## src/rtl/bss_pkg.sv

```systemverilog
package bss_pkg;

  localparam int unsigned PatBytes = 16;
  localparam int unsigned PatW     = 8 * PatBytes;
  localparam int unsigned LenW     = 5;
  localparam int unsigned PosW     = 15;
  localparam int unsigned CfgDataW = 64;
  localparam int unsigned CfgIdxW  = 2;

  typedef enum logic [CfgIdxW-1:0] {
    CFG_PAT_LOW  = 2'd0,
    CFG_PAT_HIGH = 2'd1,
    CFG_PAT_LEN  = 2'd2
  } bss_cfg_idx_e;

  typedef struct packed {
    logic [7:0] data_byte;
    logic       last_byte;
  } bss_in_t;

  typedef struct packed {
    logic            found;
    logic [PosW-1:0] match_position;
  } bss_out_t;

  typedef struct packed {
    logic [PatW-1:0] pattern;
    logic [LenW-1:0] eff_len;
  } bss_cfg_t;

endpackage

```

## src/rtl/bss_cfg_regs.sv

```systemverilog
module bss_cfg_regs #(
  parameter int unsigned MAX_PATTERN = 16
) (
  input  logic                              clk_i,
  input  logic                              rst_ni,
  input  logic                              cfg_we_i,
  input  logic [bss_pkg::CfgIdxW-1:0]       cfg_index_i,
  input  logic [bss_pkg::CfgDataW-1:0]      cfg_wdata_i,
  output bss_pkg::bss_cfg_t                 cfg_o
);

  logic [bss_pkg::CfgDataW-1:0] pat_low_q, pat_low_d;
  logic [bss_pkg::CfgDataW-1:0] pat_high_q, pat_high_d;
  logic [bss_pkg::LenW-1:0]     len_q, len_d;

  always_comb begin
    pat_low_d  = pat_low_q;
    pat_high_d = pat_high_q;
    len_d      = len_q;
    if (cfg_we_i) begin
      case (bss_pkg::bss_cfg_idx_e'(cfg_index_i))
        bss_pkg::CFG_PAT_LOW: begin
          pat_low_d = cfg_wdata_i;
        end
        bss_pkg::CFG_PAT_HIGH: begin
          pat_high_d = cfg_wdata_i;
        end
        bss_pkg::CFG_PAT_LEN: begin
          len_d = cfg_wdata_i[bss_pkg::LenW-1:0];
        end
        default: begin
        end
      endcase
    end
  end

  always_ff @(posedge clk_i or negedge rst_ni) begin
    if (!rst_ni) begin
      pat_low_q  <= '0;
      pat_high_q <= '0;
      len_q      <= bss_pkg::LenW'(1);
    end else begin
      pat_low_q  <= pat_low_d;
      pat_high_q <= pat_high_d;
      len_q      <= len_d;
    end
  end

  always_comb begin
    cfg_o.pattern = {pat_high_q, pat_low_q};
    if (len_q == '0) begin
      cfg_o.eff_len = bss_pkg::LenW'(1);
    end else if (len_q > bss_pkg::LenW'(MAX_PATTERN)) begin
      cfg_o.eff_len = bss_pkg::LenW'(MAX_PATTERN);
    end else begin
      cfg_o.eff_len = len_q;
    end
  end

endmodule

```

## src/rtl/bss_matcher.sv

```systemverilog
module bss_matcher #(
  parameter int unsigned MAX_PATTERN = 16,
  parameter int unsigned MAX_ARRAY   = 32767
) (
  input  logic               clk_i,
  input  logic               rst_ni,
  input  logic               step_i,
  input  bss_pkg::bss_in_t   in_i,
  input  bss_pkg::bss_cfg_t  cfg_i,
  output bss_pkg::bss_out_t  result_o
);

  logic [7:0]               win_q [MAX_PATTERN];
  logic [7:0]               win_d [MAX_PATTERN];
  logic [bss_pkg::PosW-1:0] count_q, count_d;
  logic                     seen_q, seen_d;
  logic [bss_pkg::PosW-1:0] start_q, start_d;

  logic                     below_max;
  logic [bss_pkg::PosW-1:0] taken;
  logic                     len_hit;
  logic                     all_eq;
  logic                     new_match;

  always_comb begin
    win_d[0] = in_i.data_byte;
    for (int i = 1; i < MAX_PATTERN; i++) begin
      win_d[i] = win_q[i-1];
    end
  end

  // Each candidate length has its own fixed comparison; the configured length picks one.
  always_comb begin
    len_hit = 1'b0;
    all_eq  = 1'b1;
    for (int l = 1; l <= MAX_PATTERN; l++) begin
      all_eq = 1'b1;
      for (int j = 0; j < l; j++) begin
        all_eq = all_eq & (win_d[l-1-j] == cfg_i.pattern[8*j +: 8]);
      end
      if (bss_pkg::LenW'(l) == cfg_i.eff_len) begin
        len_hit = all_eq;
      end
    end
  end

  assign below_max = count_q < bss_pkg::PosW'(MAX_ARRAY);
  assign taken     = count_q + bss_pkg::PosW'(1);
  assign new_match = below_max && !seen_q && len_hit &&
                     (taken >= {{(bss_pkg::PosW-bss_pkg::LenW){1'b0}}, cfg_i.eff_len});

  always_comb begin
    seen_d  = seen_q;
    start_d = start_q;
    count_d = count_q;
    if (new_match) begin
      seen_d  = 1'b1;
      start_d = taken - {{(bss_pkg::PosW-bss_pkg::LenW){1'b0}}, cfg_i.eff_len};
    end
    if (below_max) begin
      count_d = taken;
    end
    result_o.found          = seen_d;
    result_o.match_position = seen_d ? start_d : '0;
  end

  always_ff @(posedge clk_i or negedge rst_ni) begin
    if (!rst_ni) begin
      for (int i = 0; i < MAX_PATTERN; i++) begin
        win_q[i] <= '0;
      end
      count_q <= '0;
      seen_q  <= 1'b0;
      start_q <= '0;
    end else if (step_i) begin
      if (in_i.last_byte) begin
        for (int i = 0; i < MAX_PATTERN; i++) begin
          win_q[i] <= '0;
        end
        count_q <= '0;
        seen_q  <= 1'b0;
        start_q <= '0;
      end else begin
        for (int i = 0; i < MAX_PATTERN; i++) begin
          win_q[i] <= win_d[i];
        end
        count_q <= count_d;
        seen_q  <= seen_d;
        start_q <= start_d;
      end
    end
  end

`ifndef ASSERT_OFF
  a_count_sat: assert property (@(posedge clk_i) disable iff (!rst_ni)
    count_q <= bss_pkg::PosW'(MAX_ARRAY))
    else $error("The byte count has passed its saturation limit.");

  a_first_kept: assert property (@(posedge clk_i) disable iff (!rst_ni)
    seen_q && !(step_i && in_i.last_byte) |=> seen_q && $stable(start_q))
    else $error("The first match start changed within an array.");

  a_start_fits: assert property (@(posedge clk_i) disable iff (!rst_ni)
    seen_q |-> start_q < count_q)
    else $error("The match start lies beyond the bytes taken.");
`endif

endmodule

```

## src/rtl/byte_substring_search_core.sv

```systemverilog
// Channel  Direction  Signals                                 Transaction
// in       input      in_valid_i, in_stall_o, in_data_i       one array byte and last flag
// out      output     out_valid_o, out_stall_i, out_data_o    found flag and first start
// cfg      input      cfg_we_i, cfg_index_i, cfg_wdata_i      one register write
//
// One byte is taken every cycle unless the input is stalled; a final byte passes the byte
// register and then the result register before its result appears.
// The rate is set by the combinational parallel compare of all pattern lengths on the window.
// Reset clears the window, count, match state and both valid registers; the pattern resets
// to zero bytes with a length of one.
// A stalled result blocks only a final byte from leaving the byte register.
module byte_substring_search_core #(
  parameter int unsigned MAX_PATTERN = 16,
  parameter int unsigned MAX_ARRAY   = 32767
) (
  input  logic                          clk_i,
  input  logic                          rst_ni,
  input  logic                          in_valid_i,
  output logic                          in_stall_o,
  input  bss_pkg::bss_in_t              in_data_i,
  output logic                          out_valid_o,
  input  logic                          out_stall_i,
  output bss_pkg::bss_out_t             out_data_o,
  input  logic                          cfg_we_i,
  input  logic [bss_pkg::CfgIdxW-1:0]   cfg_index_i,
  input  logic [bss_pkg::CfgDataW-1:0]  cfg_wdata_i
);

  bss_pkg::bss_cfg_t cfg;
  bss_pkg::bss_in_t  in_q;
  logic              in_valid_q, in_valid_d;
  bss_pkg::bss_out_t out_q;
  bss_pkg::bss_out_t result;
  logic              out_valid_q, out_valid_d;
  logic              step;
  logic              emit;
  logic              in_take;

  bss_cfg_regs #(
    .MAX_PATTERN(MAX_PATTERN)
  ) u_cfg (
    .clk_i      (clk_i),
    .rst_ni     (rst_ni),
    .cfg_we_i   (cfg_we_i),
    .cfg_index_i(cfg_index_i),
    .cfg_wdata_i(cfg_wdata_i),
    .cfg_o      (cfg)
  );

  bss_matcher #(
    .MAX_PATTERN(MAX_PATTERN),
    .MAX_ARRAY  (MAX_ARRAY)
  ) u_match (
    .clk_i   (clk_i),
    .rst_ni  (rst_ni),
    .step_i  (step),
    .in_i    (in_q),
    .cfg_i   (cfg),
    .result_o(result)
  );

  assign in_stall_o  = in_valid_q && in_q.last_byte && out_valid_q && out_stall_i;
  assign step        = in_valid_q && !in_stall_o;
  assign emit        = step && in_q.last_byte;
  assign in_take     = in_valid_i && !in_stall_o;
  assign in_valid_d  = in_take || (in_valid_q && !step);
  assign out_valid_d = emit || (out_valid_q && out_stall_i);

  always_ff @(posedge clk_i or negedge rst_ni) begin
    if (!rst_ni) begin
      in_valid_q  <= 1'b0;
      out_valid_q <= 1'b0;
    end else begin
      in_valid_q  <= in_valid_d;
      out_valid_q <= out_valid_d;
    end
  end

  always_ff @(posedge clk_i) begin
    if (in_take) begin
      in_q <= in_data_i;
    end
    if (emit) begin
      out_q <= result;
    end
  end

  assign out_valid_o = out_valid_q;
  assign out_data_o  = out_q;

`ifndef ASSERT_OFF
  a_no_overwrite: assert property (@(posedge clk_i) disable iff (!rst_ni)
    emit |-> !(out_valid_q && out_stall_i))
    else $error("A result overwrote one still waiting to be taken.");

  a_stall_cause: assert property (@(posedge clk_i) disable iff (!rst_ni)
    in_stall_o |-> in_valid_q && in_q.last_byte)
    else $error("The input stalled without a final byte waiting.");

  a_pos_zero: assert property (@(posedge clk_i) disable iff (!rst_ni)
    emit && !result.found |=> out_data_o.match_position == '0)
    else $error("A not-found result carried a nonzero position.");
`endif

endmodule

```

## config.mk

```make
export PLATFORM = sky130hd
export DESIGN_NAME = byte_substring_search_core
export DESIGN_NICKNAME = d
export VERILOG_FILES = /design/src/rtl/bss_pkg.sv /design/src/rtl/bss_cfg_regs.sv /design/src/rtl/bss_matcher.sv /design/src/rtl/byte_substring_search_core.sv
export SDC_FILE = /design/constraint.sdc
export NUM_CORES = 1
export LEC_CHECK = 0
export ABC_AREA = 1
export BUFFER_PORTS_ARGS = -buffer_cell sky130_fd_sc_hd__buf_2
export CAP_MARGIN = 20
export CORE_MARGIN = 1
export CORE_UTILIZATION = 40
export CTS_CLUSTER_DIAMETER = 100
export DETAILED_ROUTE_END_ITERATION = 6
export HOLD_SLACK_MARGIN = 0.12
export PLACE_DENSITY = 0.67
export SYNTH_ARGS = -nofsm -noshare
export SYNTH_HDL_FRONTEND = slang
export SYNTH_SLANG_ARGS = --single-unit
```

## constraint.sdc

```tcl
create_clock -name clk_i -period 3.95 [get_ports clk_i]
set_input_delay 1.185 -clock clk_i [delete_from_list [all_inputs] [get_ports clk_i]]
set_output_delay 1.185 -clock clk_i [all_outputs]
set_load 0.05 [all_outputs]
```

### Yosys cells after proc, flatten, opt, wreduce, memory -nomap -nowiden

Cells that the tools add are included.
W data, S select, Z words.

* flip-flop bits (word level): 311
* latch bits: 0
* RAM bits: 0
* memory bits (read-only): 0
* bits of input ports: 80
* output and inout port bits: 18
* word-level logic and storage cells: 354
* memories: 0

* add/subtract/negate cells: 2
* multiply operators: 0
* div/mod/pow operators: 0
* $lt $le $gt $ge: 3
* eq/ne operators: 154
* shifts and indexed selects: 0
* mux-type cells: 25
* bitwise logic cells: 120
* reduce and logical (&&, ||, !) cells: 23

Operator list (count)
* $eq A8 B8 Y1: 136
* $mux W128: 1
* $and A1 B1 Y1: 120
* $mux W15: 4
* $eq A4 B5 Y1 const A: 8
* $eq A3 B5 Y1 const A: 4
* $mux W1: 18
* $add A15 B1 Y15 const B: 1
* $ge A15 B5 Y1: 1
* $lt A15 B15 Y1 const B: 1
* $sub A15 B5 Y15: 1
* $logic_and A1 B1 Y1: 11
* $eq A2 B5 Y1 const A: 2
* $mux W5: 2
* $reduce_and A2 Y1: 4
* $eq A1 B5 Y1 const A: 1
* $eq A5 B5 Y1 const A: 1
* $gt A5 B5 Y1 const B: 1
* $logic_not A5 Y1: 1
* $logic_not A1 Y1: 3
* $eq A2 B1 Y1 const B: 1
* $eq A2 B2 Y1 const B: 1
* $logic_not A2 Y1: 1
* $logic_or A1 B1 Y1: 2
* $reduce_bool A2 Y1: 1

### Longest topological paths before layout

Gate-level depths: netlist (run 1).

* depth in word-level cells: 24
* gate-level depth with buffers: 24
* mapped depth without buffers: 24

### Cells and area by module

Synthesis (run 1) repeated with hierarchy kept, for this count alone.

* cells, all modules: 3654
* area, all modules: 26514.2 um^2

Modules (own cells, without submodules)
* bss_matcher: instances 1, cells each 3038, area an instance 20398.3 um^2, seq. area each 3778.6 um^2
* bss_cfg_regs: instances 1, cells each 579, area an instance 5270.1 um^2, seq. area each 3329.4 um^2
* byte_substring_search_core: instances 1, cells each 37, area an instance 845.8 um^2, seq. area each 800.8 um^2

### Worst setup path after synthesis (run 1)

Ideal clock, no wire load.

* path type: input to register
* from: input port out_stall_i
* to: register u_match.count_q[11] (netlist bit)
* library setup time: 0.083 ns
* arrival: 3.986 ns
* slack: -0.119 ns
* stages on the path: 9
* buffers on the path: 1
* cell sequence: inv_1 -> nor4_1 -> inv_1 -> nand2_1 -> clkinv_1 -> o21ai_0 -> nand2_1 -> clkbuf_1 -> o22ai_1

* longest elaborated chain between the ends: 4

Ends and longest elaborated chain
* start, declared: line byte_substring_search_core.sv:22 `input logic out_stall_i,`
* $logic_and A1 B1 Y1: line byte_substring_search_core.sv:62 `assign in_stall_o = in_valid_q && in_q.last_byte && out_valid_q && out_stall_i;`
* net in_stall_o: line byte_substring_search_core.sv:19 `output logic in_stall_o,`
* $logic_not A1 Y1: line byte_substring_search_core.sv:63 `assign step = in_valid_q && !in_stall_o;`
* $logic_and A1 B1 Y1: line byte_substring_search_core.sv:63
* $reduce_and A2 Y1 (no line)
* end signal, assigned: line bss_matcher.sv:87 `count_q <= count_d;`
* end, declared: line bss_matcher.sv:15 `logic [bss_pkg::PosW-1:0] count_q, count_d;`

The timed path passes the listed nets, and every way through them passes these cells.
A chain may end at the register's enable or synchronous reset.

### Worst setup path after layout (run 1)

* from: register u_match.win_q (netlist bit u_match.win_d[111])
* to: register out_q (netlist bit out_data_o[8]) (data pin)

* longest elaborated chain between the ends: 20
* elaborated cells on any way between the ends: 73
* those cells by class: eq/ne: 14; mux: 16; bitwise: 41; reduce/logical: 2

Ends and longest elaborated chain
* start, declared: line bss_matcher.sv:13 `logic [7:0] win_q [MAX_PATTERN];`
* start signal, assigned by index: line bss_matcher.sv:85 `win_q[i] <= win_d[i];`
* $eq A8 B8 Y1: line bss_matcher.sv:39 `all_eq = all_eq & (win_d[l-1-j] == cfg_i.pattern[8*j +: 8]);`
* $and A1 B1 Y1 (2 in a row): line bss_matcher.sv:39
* $mux W1 / $and A1 B1 Y1 (equally long branches): line bss_matcher.sv:41, bss_matcher.sv:39
* $mux W1 (12 in a row): line bss_matcher.sv:41 `if (bss_pkg::LenW'(l) == cfg_i.eff_len) begin`
* $mux W1 *: line bss_matcher.sv:41
* $logic_and A1 B1 Y1 * (2 in a row): line bss_matcher.sv:49 `assign new_match = below_max && !seen_q && len_hit &&`
* $mux W15 / $mux W1 (equally long branches): line bss_matcher.sv:56 `if (new_match) begin`
* end signal, assigned: line byte_substring_search_core.sv:84 `out_q <= result;`
* end, declared: line byte_substring_search_core.sv:32 `bss_pkg::bss_out_t out_q;`

Every way passes the cells marked *; elsewhere a longest branch is shown, timed or not.

==> metrics.cfg, run 1 <==
[logic_synthesis]
syn_nets=3997
synth_cell_types=41
synth_area_leaders=dfrtp_1 (27%), nand2_1 (16%), xnor2_1 (13%), xor2_1 (7.5%), nand4_1 (5.5%)
synth-seq-cells=311
ys_seq_area_frac=0.297
syn_avg_cell_area_um2=6.82
yosys.area.top_type=dfrtp_1
yosys_warnings=0
syn_area_um2=26600
synth_top_area_frac=0.268
syn-instance-count=3910

[grt]
grt_max_degree=122
grt_usage=0.512
grt_pass1_wl_um=238000
antenna_found_initial=16
grt_pass1_vias=29400
gr-total-overflow=0

[critical_path]
cpPeakStageDelay_ns=0.46
cp_data_required_time_ns=4.30
crit_fanout=16
slowest_stage=nor4_1
crit_arrival_ns=4.27
critPathCaptureType=register
critPathKind=reg -> reg
crit_path_cell_trace=clkinvlp_4 -> buf_4 -> nand2_1 -> nand4_1 -> nor4_1 -> buf_4 -> nand3_1 -> nor2_1 -> nand3_1 -> nor2_1 -> nor2_1 -> nand4_1 -> nand2_1 -> nand2_1 -> buf_12 -> nand3_1 -> nand2_1 -> nor2_1
path_buf_inv=4
cp-start-kind=register
cp_top_family=simple AND/OR/NAND/NOR gates

[timing]
worst_pin_slew_ns=0.981
maxSlewViolCount=0
finalSetupTns_ns=0
fmax_mhz=255
rsz0062_at_grt=false
hold_viol_final=0
post-route-period-util=0.993
clock_skew_ns=0.0205
min_period_ns=3.92
max_slew_margin=0.346
setup_viol=0

[final_layout]
area_growth_syn_to_layout_pct=19.5
layout-drive-gt1-share=0.150
nFillCells=6760
fin_nets=4226

[place]
hpwl_um=133000
port_buffers=97
routabilityCongestion=1.20

[floorplan]
rows=94
fp.dieW_um=260
dieArea_um2=67700
start_util=0.405
num_io_pins=98
die_y_um=260
core_um2=65900

[pwr]
design_power_total_mw=15.6
irDropWorstVdd_mv=0.431
p_leak_nw=14.6
p_per_area_nw_per_um2=490

[clock_network]
cts.htree.levels=2
cts_made_buffers=43
cts_tree=yes
clockBufferDepth=3
clk_pin_slew_ns=0.06
cts_root_buffer=clkbuf_16
clk_latency_ns=0.60
clock_sinks=311

[route]
drc=0
postRouteAntennaNets=0
drt_iter0_drc=4905
wl_per_cell_um=34.6
vias=31300
wirelength_um=174000
first_pass_iters=6
via_per_inst=6.21

[status]
status=complete, no violations

[hold_path]
hold_path_class=reg -> reg

[flow_run]
cap_violations=0

[per-layer routing]
metal | GRT usage | wire [um] | up-vias
met4 | 0.435 | 18400 | 14
li1 | - | - | 13100
met5 | 0 | 113 | -
met1 | 0.630 | 65000 | 14800
met2 | 0.705 | 68400 | 2582
met3 | 0.184 | 22400 | 861
[synthesized netlist by cell type (all sizes together)]
| cell | count |
|---|---|
| o21ai | 151 |
| buf | 168 |
| ha | 6 |
| o2111ai | 11 |
| a32o | 1 |
| xnor2 | 394 |
| fa | 1 |
| nor3 | 75 |
| nand2 | 1108 |
| xor2 | 227 |
| a211oi | 3 |
| dfstp | 1 |
| o41ai | 1 |
| nor2 | 289 |
| nor4 | 54 |
| o31ai | 1 |
| o22ai | 164 |
| nand4 | 235 |
| dfrtp | 285 |
| and3 | 1 |
| or2 | 26 |
| o21bai | 1 |
| inv | 329 |
| nor4b | 1 |
| clkinv | 19 |
| o221ai | 3 |
| a21oi | 51 |
| nand3 | 114 |
| a2111oi | 4 |
| clkbuf | 161 |
| edfxtp | 25 |
[metrics by stage]
stage,std cells,hold slack [ns],utilization,setup WS (ns),instance area (um^2)
2_1_floorplan,3910,0.449,-,0.588,26700
3_3_place_gp,4956,0.462,0.460,0.112,30300
3_5_place_dp,4957,0.465,0.460,0.0466,30300
4_1_cts,5035,0.479,0.482,0.0209,31800
5_1_grt,5037,0.490,0.483,0.0287,31800
6_report,5044,0.478,0.484,0.0295,31900
[flip-flops by register name (all words and copies together), names as in the netlist, named ones only]
name	cells
u_match.count_q	15
in_q	9
u_match.win_d	120
u_cfg.pat_high_q	64
out_data_o	16
u_cfg.pat_low_q	64
u_match.start_q	15
out_valid_o	1
u_match.seen_q	1
u_cfg.len_q	5
[path summary, 6_finish.rpt]
path	start	to	slack [ns]	cells after the start
max	u_match.win_d[111]	out_data_o[8]	0.03	18
min	u_match.start_q[1]	u_match.start_q[1]	0.48	2
max reg2reg	u_match.win_d[111]	out_data_o[8]	0.03	18
min reg2reg	u_match.start_q[1]	u_match.start_q[1]	0.48	2
max in group asynchronous	rst_ni	u_cfg.pat_low_q[52]	2.57	2
min in group asynchronous	rst_ni	u_match.start_q[14]	0.51	1
[timing repair]
action,in CTS,in global routing
setup buffers,0,1
hold buffers,0,0
gates resized for setup,0,10
setup endpoints to repair,0,32
[area by class of cell]
| cell class | instances | area, um^2 | share of cell area |
|---|---|---|---|
| Inverter | 348 | 1320 | 0.0414 |
| Timing Repair Buffer | 513 | 4000 | 0.126 |
| Multi-Input combinational cell | 2922 | 16100 | 0.505 |
| Clock buffer | 62 | 1210 | 0.0379 |
| Tap cell | 864 | 1080 | 0.0339 |
| Clock inverter | 16 | 243 | 0.00762 |
| Antenna cell | 8 | 20.0 | 0.000629 |
| Sequential cell | 311 | 7910 | 0.248 |
[worst register-to-register path: cells and delay by family (launching register included)]
kind / cells / cell delay (ns)
and+or+nand+nor: 14 / 2.21
buffers and inverters: 4 / 1.08
DFF: 1 / 0.39
[cells in the final DEF (no fill, tap or decap), drive strengths merged, types with 114 or more instances in the layout]
cell type,count
xnor2,394
inv,334
nand2,1108
nand3,114
dfrtp,285
buf,513
xor2,227
o21ai,151
nor2,289
o22ai,164
nand4,235
[report_power, final]
group	leakage [nW]	internal, mW	switching, mW
Combinational	9.89	2.40	4.96
Sequential	4.01	3.52	0.604
Clock	0.697	2.47	1.65
Total	14.6	8.38	7.22
[kinds of logic (layout without fill, tap and decap cells)]
kind of cell	count (synthesis)	after routing	share of synthesized area
and+or+nand+nor	1903	1903	0.307
buffers and inverters	677	939	0.102
xor gates and xnor gates	621	621	0.204
AOI/OAI and AO/OA	391	391	0.0856
DFF	311	311	0.297
adders and majority gates	7	7	0.00357
other	0	8	0
Power figures use the tool's default switching activity.
==> run 2, diff against run 1 <==
Settings changed: REMOVE_ABC_BUFFERS from default to 1.
==> run 2 against run 1 <==
Against the previous run: the flow now finishes with violations (design-rule violations); critical path depth is 2 higher; fmax rose by 2.1%; setup slack better by 0.081 ns; final cell count fell by 2.0%; critical path type unchanged; largest cell class unchanged.
==> metrics.cfg, run 2 (synthesis results as in run 1) <==
[critical_path]
slowest_stage=clkinv_1  ; was nor4_1
crit_path_cell_trace=clkinv_1 -> nand2_1 -> nand2_1 -> nor2_1 -> nand2_1 -> nor2_1 -> o21bai_1 -> nand2_1 -> nand3_1 -> nand4_1 -> nand2_1 -> nand4_1 -> nand2_1 -> nand4_1 -> nand2_1 -> nand2_1 -> buf_12 -> nand2_2 -> nand2_1 -> a21oi_1  ; was clkinvlp_4 -> buf_4 -> nand2_1 -> nand4_1 -> nor4_1 -> buf_4 -> nand3_1 -> nor2_1 -> nand3_1 -> nor2_1 -> nor2_1 -> nand4_1 -> nand2_1 -> nand2_1 -> buf_12 -> nand3_1 -> nand2_1 -> nor2_1
critPathCaptureType=register  ; unchanged
cp-start-kind=register  ; unchanged
cp_data_required_time_ns=4.28  ; was 4.30 ns
cpPeakStageDelay_ns=0.56  ; was 0.46 ns
critPathKind=reg -> reg  ; unchanged
crit_arrival_ns=4.17  ; was 4.27 ns
path_common_cell=nand2_1
crit_fanout=17  ; was 16

[grt]
grt_pass1_vias=28300  ; was 29400
grt_max_degree=122  ; unchanged
grt_usage=0.464  ; was 0.512
grt_pass1_wl_um=219000  ; was 238000 um
gr-total-overflow=0  ; unchanged
antenna_found_initial=5  ; was 16

[floorplan]
dieArea_um2=67700  ; unchanged
die_y_um=260  ; unchanged
rows=94  ; unchanged
start_util=0.405  ; unchanged
fp.dieW_um=260  ; unchanged
core_um2=65900  ; unchanged
num_io_pins=98  ; unchanged

[timing]
post-route-period-util=0.972  ; was 0.993
rsz0062_at_grt=false  ; unchanged
hold_viol_final=0  ; unchanged
max_slew_margin=0.336  ; was 0.346
fmax_mhz=260  ; was 255 MHz
min_period_ns=3.84  ; was 3.92 ns
setup_viol=0  ; unchanged
maxSlewViolCount=0  ; unchanged
clock_skew_ns=0.0175  ; was 0.0205 ns
worst_pin_slew_ns=0.996  ; was 0.981 ns

[clock_network]
cts_root_buffer=clkbuf_16  ; unchanged
cts_setup_buffers=0  ; unchanged
clock_sinks=311  ; unchanged
clockBufferDepth=3  ; unchanged
cts_tree=yes  ; unchanged
cts_made_buffers=39  ; was 43
clk_pin_slew_ns=0.06  ; about the same
clk_latency_ns=0.60  ; about the same
cts.htree.levels=2  ; unchanged

[route]
via_per_inst=6.15  ; was 6.21
wl_per_cell_um=32.1  ; was 34.6 um
wirelength_um=159000  ; was 174000 um
first_pass_iters=7  ; was 6
postRouteAntennaNets=0  ; unchanged
dr_wl_met3_um=21200  ; was 22400 um
met2_length_um=62800  ; was 68400 um
drc=3  ; was 0
top_layer=met5  ; unchanged
drt_iter0_drc=4923  ; was 4905
vias=30400  ; was 31300
m1WireLength_um=59500  ; was 65000 um

[place]
port_buffers=97  ; unchanged
placed_cells=4870  ; was 4957
hpwl_um=118000  ; was 133000 um
routabilityCongestion=1.19  ; was 1.20

[final_layout]
fin_util=0.466  ; was 0.484
largest_register_ffs=120  ; unchanged
layout_common_cells=nand2_1 (1105), xnor2_1 (394), inv_1 (326)  ; was nand2_1 (1105), xnor2_1 (394), buf_4 (385)
area_growth_syn_to_layout_pct=15.3  ; was 19.5%
finalNonFillerCells=4942  ; was 5044
fin_nets=4134  ; was 4226
layout-drive-gt1-share=0.129  ; was 0.150
mostFrequentLayoutCell=nand2_1  ; unchanged

[pwr]
p_per_area_nw_per_um2=471  ; was 490 nW/um^2
p_leak_nw=14.0  ; was 14.6 nW
irDropWorstVdd_mv=0.386  ; was 0.431 mV

[status]
status=finished, violations left  ; was complete, no violations
violations=design-rule violations

[flow_run]
cap_violations=0  ; unchanged

[hold_path]
hold_path_class=reg -> reg  ; unchanged

-- run 2: changes by cell type in the layout (fill, tap and decap cells not counted), moves of 2 or more --
cell        delta
clkbuf_16      -5
buf_12        -17
inv_6          -2
buf_4         -70
diode_2        -5
bufinv_16      -3
clkinvlp_4     -2
clkinv_2       +2
-- run 2: layout make-up --
class,count,area (um^2)
fillers,6811,35200
well taps,864,1080
clock buffers,56,1080
inverters,348,1320
clock inverters,13,165
repair buffers,425,3120
flip-flops and latches,311,7910
multi-input cells,2922,16000
diodes,3,7.51
-- run 2: power breakdown --
group	internal, mW	switching [mW]	leakage (nW)
sequential	3.52	0.576	4.01
combinational	2.17	4.54	9.39
clock	2.05	1.59	0.601
total	7.75	6.71	14.0
-- run 2: final timing paths --
path,startpoint,to,slack (ns),depth (start not counted)
min reg2reg,u_match.start_q[10],u_match.start_q[10],0.49,2
max in group asynchronous,rst_ni,u_match.win_d[112],2.42,3
max reg2reg,in_q[7],out_data_o[2],0.11,20
min in group asynchronous,rst_ni,u_match.start_q[9],0.59,1
max,in_q[7],out_data_o[2],0.11,20
min,u_match.start_q[10],u_match.start_q[10],0.49,2
-- run 2: critical path: cells and delay by family, from the launching register on --
family | cells | cell delay [ns]
buffers and inverters | 2 | 0.72
and+or+nand+nor | 16 | 2.25
DFF | 1 | 0.40
AOI/OAI and AO/OA | 2 | 0.18
-- run 2: what timing repair did --
action | CTS | global route
endpoints found under the setup margin | 0 | 20
gates resized for setup | 0 | 3
hold buffers | 0 | 0
-- run 2: layer usage --
layer,global-route usage,up-vias
li1,-,12900
met3,0.142,695
met4,0.363,4
met5,0,-
met2,0.646,2475
met1,0.594,14400
-- run 2: per-stage QoR --
| step | hold WS [ns] | total power, mW | setup TNS (ns) | setup slack, ns | instance area [um^2] |
|---|---|---|---|---|---|
| 3_3_place_gp | 0.462 | 10.4 | 0 | 0.189 | 29400 |
| 3_5_place_dp | 0.469 | 10.4 | 0 | 0.170 | 29400 |
| 2_1_floorplan | 0.449 | 7.27 | -295.31 | -2.51 | 25200 |
| 5_1_grt | 0.506 | 14.7 | 0 | 0.0136 | 30700 |
| 4_1_cts | 0.485 | 14.0 | 0 | 0.165 | 30700 |
| 6_report | 0.487 | 14.5 | 0 | 0.110 | 30700 |
